### src/hdl/rlet_pkg.sv
`default_nettype none

package rlet_pkg;

  // Register map of the configuration port
  localparam int unsigned CFG_INDEX_W = 2;
  localparam logic [CFG_INDEX_W-1:0] REG_ESCAPE_MARKER = 2'd0;
  localparam logic [CFG_INDEX_W-1:0] REG_MAX_REPEATS   = 2'd1;

  localparam logic [7:0] ESCAPE_MARKER_RESET = 8'd0;
  localparam logic [7:0] MAX_REPEATS_RESET   = 8'd255;

  // Output queue: holds the two triples one byte can cause, plus slack
  localparam int unsigned QUEUE_DEPTH = 4;
  localparam int unsigned QUEUE_PTR_W = $clog2(QUEUE_DEPTH);
  localparam int unsigned QUEUE_CNT_W = $clog2(QUEUE_DEPTH + 1);

  typedef struct packed {
    logic [7:0] run_value;
    logic [7:0] run_length;
    logic       stream_done;
  } rlet_triple_t;

  // What one accepted byte emits: the run it closes, then the final flush
  typedef struct packed {
    logic         first_vld;
    rlet_triple_t first;
    logic         second_vld;
    rlet_triple_t second;
  } rlet_emit_t;

endpackage

`default_nettype wire

### src/hdl/rlet_step.sv
`default_nettype none

module rlet_step (
  input  wire logic               clk,
  input  wire logic               rst,
  input  wire logic               advance,
  input  wire logic [7:0]         data_byte,
  input  wire logic               last_byte,
  input  wire logic [7:0]         max_repeats,
  output rlet_pkg::rlet_emit_t    emit
);

  logic [7:0] run_byte;
  logic [7:0] repeat_count;
  logic       run_open;
  logic [7:0] run_byte_next;
  logic [7:0] repeat_count_next;
  logic       run_open_next;
  logic [7:0] new_byte;
  logic [7:0] new_count;

  always_comb begin
    emit.first_vld             = 1'b0;
    emit.first.run_value       = run_byte;
    emit.first.run_length      = repeat_count;
    emit.first.stream_done     = 1'b0;
    priority if (!run_open) begin
      new_byte  = data_byte;
      new_count = 8'd1;
    end else if (data_byte == run_byte) begin
      new_byte = run_byte;
      if (repeat_count >= max_repeats) begin
        // run full: cut it, this byte opens the next run
        emit.first_vld = 1'b1;
        new_count      = 8'd1;
      end else begin
        new_count = repeat_count + 8'd1;
      end
    end else begin
      emit.first_vld = 1'b1;
      new_byte       = data_byte;
      new_count      = 8'd1;
    end

    emit.second_vld             = last_byte;
    emit.second.run_value       = new_byte;
    emit.second.run_length      = new_count;
    emit.second.stream_done     = 1'b1;

    if (last_byte) begin
      run_open_next     = 1'b0;
      run_byte_next     = 8'd0;
      repeat_count_next = 8'd0;
    end else begin
      run_open_next     = 1'b1;
      run_byte_next     = new_byte;
      repeat_count_next = new_count;
    end
  end

  always_ff @(posedge clk) begin
    if (rst) begin
      run_open     <= 1'b0;
      run_byte     <= 8'd0;
      repeat_count <= 8'd0;
    end else if (advance) begin
      run_open     <= run_open_next;
      run_byte     <= run_byte_next;
      repeat_count <= repeat_count_next;
    end
  end

endmodule

`default_nettype wire

### src/hdl/rlet_queue.sv
`default_nettype none

module rlet_queue (
  input  wire logic                  clk,
  input  wire logic                  rst,
  input  wire logic                  push,
  input  wire rlet_pkg::rlet_emit_t  emit,
  input  wire logic                  pop,
  output rlet_pkg::rlet_triple_t     head,
  output logic                       not_empty,
  output logic                       room_for_two
);

  rlet_pkg::rlet_triple_t mem [rlet_pkg::QUEUE_DEPTH];

  logic [rlet_pkg::QUEUE_PTR_W-1:0] wr_ptr;
  logic [rlet_pkg::QUEUE_PTR_W-1:0] rd_ptr;
  logic [rlet_pkg::QUEUE_CNT_W-1:0] count;
  logic [rlet_pkg::QUEUE_CNT_W-1:0] count_next;
  logic [rlet_pkg::QUEUE_CNT_W-1:0] n_push;
  logic [rlet_pkg::QUEUE_CNT_W-1:0] n_pop;
  rlet_pkg::rlet_triple_t           entry0;

  // pack the emitted triples to the front
  assign entry0 = emit.first_vld ? emit.first : emit.second;

  always_comb begin
    n_push = '0;
    if (push) begin
      n_push = rlet_pkg::QUEUE_CNT_W'(emit.first_vld)
             + rlet_pkg::QUEUE_CNT_W'(emit.second_vld);
    end
    n_pop      = rlet_pkg::QUEUE_CNT_W'(pop);
    count_next = count + n_push - n_pop;
  end

  assign head         = mem[rd_ptr];
  assign not_empty    = (count != '0);
  assign room_for_two = (count <= rlet_pkg::QUEUE_CNT_W'(rlet_pkg::QUEUE_DEPTH - 2));

  always_ff @(posedge clk) begin
    if (n_push != '0) begin
      mem[wr_ptr] <= entry0;
    end
    if (n_push == rlet_pkg::QUEUE_CNT_W'(2)) begin
      mem[wr_ptr + rlet_pkg::QUEUE_PTR_W'(1)] <= emit.second;
    end
  end

  always_ff @(posedge clk) begin
    if (rst) begin
      wr_ptr <= '0;
      rd_ptr <= '0;
      count  <= '0;
    end else begin
      wr_ptr <= wr_ptr + n_push[rlet_pkg::QUEUE_PTR_W-1:0];
      rd_ptr <= rd_ptr + rlet_pkg::QUEUE_PTR_W'(pop);
      count  <= count_next;
    end
  end

endmodule

`default_nettype wire

### src/hdl/rle_triple_encoder.sv
// Run-length encoder, every run coded as a triple (marker, value, length).
// Byte channel: data_byte/last_byte with data_valid, data_stall. A word is
//   taken at a clock edge with data_valid high and data_stall low.
// Triple channel: marker_byte/run_value/run_length/stream_done with
//   triple_valid, triple_stall; same rule, receiver drives triple_stall.
// Config: cfg_valid/cfg_ready, cfg_index 0 = escape marker, 1 = max
//   repeats; other indexes are dropped. cfg_ready is always high. Write
//   only while no triples are pending.
// Throughput: one byte per cycle unless stalled. A byte may close a
//   run and, with last_byte, flush the final run, so it can cause two
//   triples. They go into a 4-entry output queue; data_stall rises when
//   fewer than two slots are free, so two-triple bytes drain at the
//   output rate. A triple is queued at the edge that takes its byte.
// Reset (rst, synchronous): queue empty, no open run, registers to
//   marker 0 and max repeats 255. A stalled triple holds until taken.
`default_nettype none

module rle_triple_encoder (
  input  wire logic                             clk,
  input  wire logic                             rst,
  // byte input
  input  wire logic                             data_valid,
  output logic                                  data_stall,
  input  wire logic [7:0]                       data_byte,
  input  wire logic                             last_byte,
  // triple output
  output logic                                  triple_valid,
  input  wire logic                             triple_stall,
  output logic [7:0]                            marker_byte,
  output logic [7:0]                            run_value,
  output logic [7:0]                            run_length,
  output logic                                  stream_done,
  // configuration
  input  wire logic                             cfg_valid,
  output logic                                  cfg_ready,
  input  wire logic [rlet_pkg::CFG_INDEX_W-1:0] cfg_index,
  input  wire logic [7:0]                       cfg_data
);

  logic [7:0]             escape_marker;
  logic [7:0]             max_repeats;
  logic                   data_take;
  logic                   triple_take;
  logic                   room_for_two;
  rlet_pkg::rlet_emit_t   emit;
  rlet_pkg::rlet_triple_t head;

  // config registers; writes never wait
  assign cfg_ready = 1'b1;

  always_ff @(posedge clk) begin
    if (rst) begin
      escape_marker <= rlet_pkg::ESCAPE_MARKER_RESET;
      max_repeats   <= rlet_pkg::MAX_REPEATS_RESET;
    end else if (cfg_valid) begin
      unique case (cfg_index)
        rlet_pkg::REG_ESCAPE_MARKER: escape_marker <= cfg_data;
        rlet_pkg::REG_MAX_REPEATS:   max_repeats   <= cfg_data;
        default: ;
      endcase
    end
  end

  // stall depends on queue fill only, so the byte side never waits on valid
  assign data_stall  = !room_for_two;
  assign data_take   = data_valid && !data_stall;
  assign triple_take = triple_valid && !triple_stall;

  // run tracking: compare, count, decide what to emit
  rlet_step u_step (
    .clk         (clk),
    .rst         (rst),
    .advance     (data_take),
    .data_byte   (data_byte),
    .last_byte   (last_byte),
    .max_repeats (max_repeats),
    .emit        (emit)
  );

  // result queue decouples the two sides
  rlet_queue u_queue (
    .clk          (clk),
    .rst          (rst),
    .push         (data_take),
    .emit         (emit),
    .pop          (triple_take),
    .head         (head),
    .not_empty    (triple_valid),
    .room_for_two (room_for_two)
  );

  // user keeps marker stable while triples are pending; no check here
  assign marker_byte = escape_marker;
  assign run_value   = head.run_value;
  assign run_length  = head.run_length;
  assign stream_done = head.stream_done;

endmodule

`default_nettype wire

### config.mk
export PLATFORM = sky130hd
export DESIGN_NAME = rle_triple_encoder
export DESIGN_NICKNAME = d
export VERILOG_FILES = /design/src/hdl/rlet_pkg.sv /design/src/hdl/rlet_step.sv /design/src/hdl/rlet_queue.sv /design/src/hdl/rle_triple_encoder.sv
export SDC_FILE = /design/constraint.sdc
export NUM_CORES = 1
export LEC_CHECK = 0
export ABC_AREA = 1
export BUFFER_PORTS_ARGS = -buffer_cell sky130_fd_sc_hd__buf_2
export CORE_ASPECT_RATIO = 1.25
export CORE_UTILIZATION = 55
export CTS_BUF_LIST = sky130_fd_sc_hd__clkbuf_2
export DETAILED_ROUTE_END_ITERATION = 10
export GPL_TIMING_DRIVEN = 0
export MAX_ROUTING_LAYER = met4
export PLACE_DENSITY_LB_ADDON = 0.3
export SLEW_MARGIN = 40
export SYNTH_ARGS = -nofsm -noshare
export SYNTH_HDL_FRONTEND = slang
export SYNTH_HIERARCHICAL = 1
export SYNTH_SLANG_ARGS = --single-unit
### constraint.sdc
create_clock -name clk -period 3.75 [get_ports clk]
set_input_delay 0.75 -clock clk [delete_from_list [all_inputs] [get_ports clk]]
set_output_delay 0.75 -clock clk [all_outputs]
set_load 0.01 [all_outputs]
==> results.json <==
{
  "result_of_the_run": "complete, no violations",
  "synth.cells.most_frequent": "nand2_1, inv_1, o21ai_2",
  "rsz0062_at_grt": "no",
  "global_route_wire_length_before_repair_mm": 23.5,
  "synth.distinct_cells": 36,
  "die_width_um": 99.5,
  "timing.clock.skew_ps": 39.4,
  "synthesis.nets": 833,
  "post_route_cells_drive_above_1_share_pct": 24.5,
  "portBuffers": 48,
  "power_frac_comb_pct": 33.7,
  "utilization_pct": 61.3,
  "synthMostInstantiatedCell": "nand2_1",
  "antenna_violations_before_repair": 0,
  "post-synth-top-area-cell": "edfxtp_1",
  "grt.total_usage_pct": 25.3,
  "detailedPlace.worstSlack_ps": -159,
  "drcViolationCount": 0,
  "dr_total_vias": 5281,
  "ys_async_sr_fraction_pct": 0,
  "use_met3_pct": 4.04,
  "cp-end-kind": "flop",
  "maxClockFrequency_mhz": 289,
  "max_slew.worst_pin.slew_ps": 550,
  "grt_start_max_net_pins": 20,
  "p_per_area_mw_per_mm2": 424,
  "nFillCells": 1014,
  "grt_util_met1_pct": 29.2,
  "cap_viol_max_count": 0,
  "share_seq_of_total_power_pct": 47.4,
  "vias_per_instance": 5.19,
  "postPlaceCellArea_mm2": 0.00698,
  "multi_input_comb_area_mm2": 0.00291,
  "post-dp-hpwl_mm": 11.3,
  "routed_wirelength_mm": 14.5,
  "crit_end": "u_queue/count[2]$_SDFF_PP0_",
  "finish.net_count": 892,
  "arrival_time_of_the_worst_setup_path_ps": 3980,
  "number_of_synthesized_flops_with_an_enable_pin": 68,
  "syn-instance-count": 793,
  "fin_total_pwr_mw": 3.02,
  "cts.htree.levels": 3,
  "routabilityCongestion": 0.951,
  "syn-mean-instance-area_um2": 8.24,
  "r2r-start": "u_step/repeat_count[7]$_SDFFE_PP0P_",
  "timing.reg2reg.setup_slack_ps": 290,
  "power.share.switching_pct": 36.8,
  "critical_path_cell_sequence": "ha_1 > a21o_1 > nor2_4 > nand3_2 > nor2_8 > nor2_2 > ha_2 > nand2_1 > ha_1 > inv_1 > ha_1 > fa_1 > inv_1 > nand2_1 > nand2_1 > nand2_1 > nand2_1 > nor2_1",
  "die-area_mm2": 0.0123,
  "peak_supply_drop_v": 0.000236,
  "clock_latency_ps": 580,
  "postLayoutCellArea_mm2": 0.00712,
  "cp.required_ps": 4270,
  "final.period_utilization_pct": 92.3,
  "syn_to_final_growth_pct": 8.96,
  "std_cell_rows": 44,
  "postSynthRegisterBits": 108,
  "numClockSinks": 108,
  "gr-usage-met2_pct": 45.4,
  "floorplan.die.height_um": 124,
  "global_route.peak_usage_layer": "met2",
  "r2r-end": "u_queue/count[2]$_SDFF_PP0_",
  "cp_slowest_cell": "dfxtp_1",
  "final_cells": 1018,
  "worstPathMaxFanout": 8,
  "timing.final.setup_violations": 0,
  "initial_drt_markers": 316,
  "reg2reg_depth": 18,
  "ys_dominant_reg_cell": "edfxtp_1",
  "grt_pass1_vias": 4914,
  "holdBufCountCts": 0,
  "core_region_area_mm2": 0.0116,
  "post-route-worst-setup-slack_ps": 287,
  "inserted_clock_buffers": 9,
  "clockBufferDepth": 2,
  "synth_warnings": 6,
  "drv_slew": 0,
  "slew_headroom_pct": 63.0,
  "path_class": "flop to flop",
  "final.min_clock_period_ps": 3460,
  "critical_path.startpoint_type": "flop",
  "cts_setup_buffers": 0,
  "path_clk_slew_ps": 310,
  "finalHoldViolCount": 0,
  "grt_overflow": 0,
  "cts_tree": "yes",
  "final_antenna_net_count": 0,
  "timing.critical_path.from": "u_step/repeat_count[7]$_SDFFE_PP0P_",
  "cts-root-buf": "clkbuf_2",
  "floorplan.initialDensity_pct": 56.2,
  "wire_per_inst_um": 14.2,
  "drtPass1Iterations": 5,
  "yosys.area.top_type_share_pct": 31.3,
  "power_report.internal_total_mw": 1.91,
  "insertedDiodeCount": 0,
  "power.net_switching_mw": 1.11,
  "num_io_pins": 52,
  "placed_cells_incl_taps": 1002,
  "most_common_cell_on_crit_path": "nand2_1",
  "synth_sequential_area_ratio_pct": 43.5,
  "syn_area_mm2": 0.00653,
  "post_synth_main_area_contributors": "edfxtp_1, dfxtp_1, nand2_1",
  "pwr-share-clk_pct": 18.9,
  "timing.hold.worst.class": "input port to flop",
  "static_leakage_nw": 3.21,
  "critical-path-max-stage-delay_ps": 490,
  "layout.area.seq_mm2": 0.00285
}
-- critical path, delay by kind of cell (launching register included) --
family          cells  cell delay, ps
fa+ha+maj           5            1530
simple gates       10            1030
flops               1             490
compound gates      1             220
buf+inv             2             110
-- sequential cells by signal (all words and copies together) (netlist names) --
| register | count |
|---|---|
| u_queue/count | 3 |
| max_repeats | 8 |
| u_queue/wr_ptr | 2 |
| u_queue/mem | 68 |
| u_queue/rd_ptr | 2 |
| marker_byte | 8 |
| u_step/run_open | 1 |
| u_step/run_byte | 8 |
| u_step/repeat_count | 8 |
-- area by class of cell --
class	count	area share, %
multi-input combinational	519	40.9
sequential	108	40.0
inverter	117	6.17
buffer	49	5.03
timing repair buffer	48	3.37
tap	161	2.83
clock inverter	7	1.12
clock buffer	9	0.633
-- worst min-delay path by stage --
stage,slack (ps),to,cells past startpoint,startpoint
2_1_floorplan,430,max_repeats[1]$_SDFFE_PP1P_,2,max_repeats[1]$_SDFFE_PP1P_
3_5_place_dp,450,max_repeats[3]$_SDFFE_PP1P_,2,max_repeats[3]$_SDFFE_PP1P_
4_1_cts,340,u_step/run_byte[2]$_SDFFE_PP0P_,3,data_byte[2]
3_3_place_gp,440,max_repeats[2]$_SDFFE_PP1P_,2,max_repeats[2]$_SDFFE_PP1P_
6_report,390,u_step/run_byte[2]$_SDFFE_PP0P_,3,data_byte[2]
5_1_grt,300,u_step/run_byte[4]$_SDFFE_PP0P_,3,data_byte[4]
-- kinds of logic after synthesis --
| logic type | after synthesis | share of synthesized area [%] |
|---|---|---|
| compound gates | 172 | 17.9 |
| xor+xnor | 6 | 0.804 |
| fa+ha+maj | 16 | 3.18 |
| buf+inv | 166 | 12.2 |
| flops | 108 | 43.5 |
| other cells | 3 | 0.172 |
| simple gates | 322 | 22.3 |
-- placed cells by master (no fill, tap or decap), drive strengths merged --
cell type	count
inv	118
o211ai	17
clkinv	5
buf	81
clkbuf	25
bufinv	1
nand3	29
fa	1
conb	3
xor2	3
nor4	6
ha	15
edfxtp	68
dfxtp	40
nor3	1
a21oi	46
a21o	1
nor2	47
nand4	11
o21bai	1
o21ai	107
nand2	228
xnor2	3
-- per-layer routing --
layer | up-vias | part of all wire, %
li1 | 2701 | -
met5 | - | 0
met3 | 11 | 4.1
met2 | 132 | 52
met4 | 0 | 1.4
met1 | 2437 | 42
-- repair_timing --
| item | 4_1_cts | 5_1_grt |
|---|---|---|
| setup endpoints to repair | 54 | 52 |
| cloned | 0 | 0 |
| gates resized for setup | 4 | 5 |
-- per-stage QoR --
stage                     hold WS [ps]  setup TNS [ps]
after floorplan                    429               0
after global placement             442           -1470
after detailed placement           446           -9570
after CTS                          335               0
after global routing               299               0
final                              391               0
-- power by group through the flow --
stage | logic [mW] | registers, mW | clock network (mW)
floorplan | 0.702 | 1.44 | 0
global placement | 0.975 | 1.45 | 0
detailed placement | 1.02 | 1.46 | 0
CTS | 1.02 | 1.43 | 0.590
global route | 1.15 | 1.45 | 0.637
finish | 1.02 | 1.43 | 0.572
Note: power is estimated with default switching activity, not from simulation.
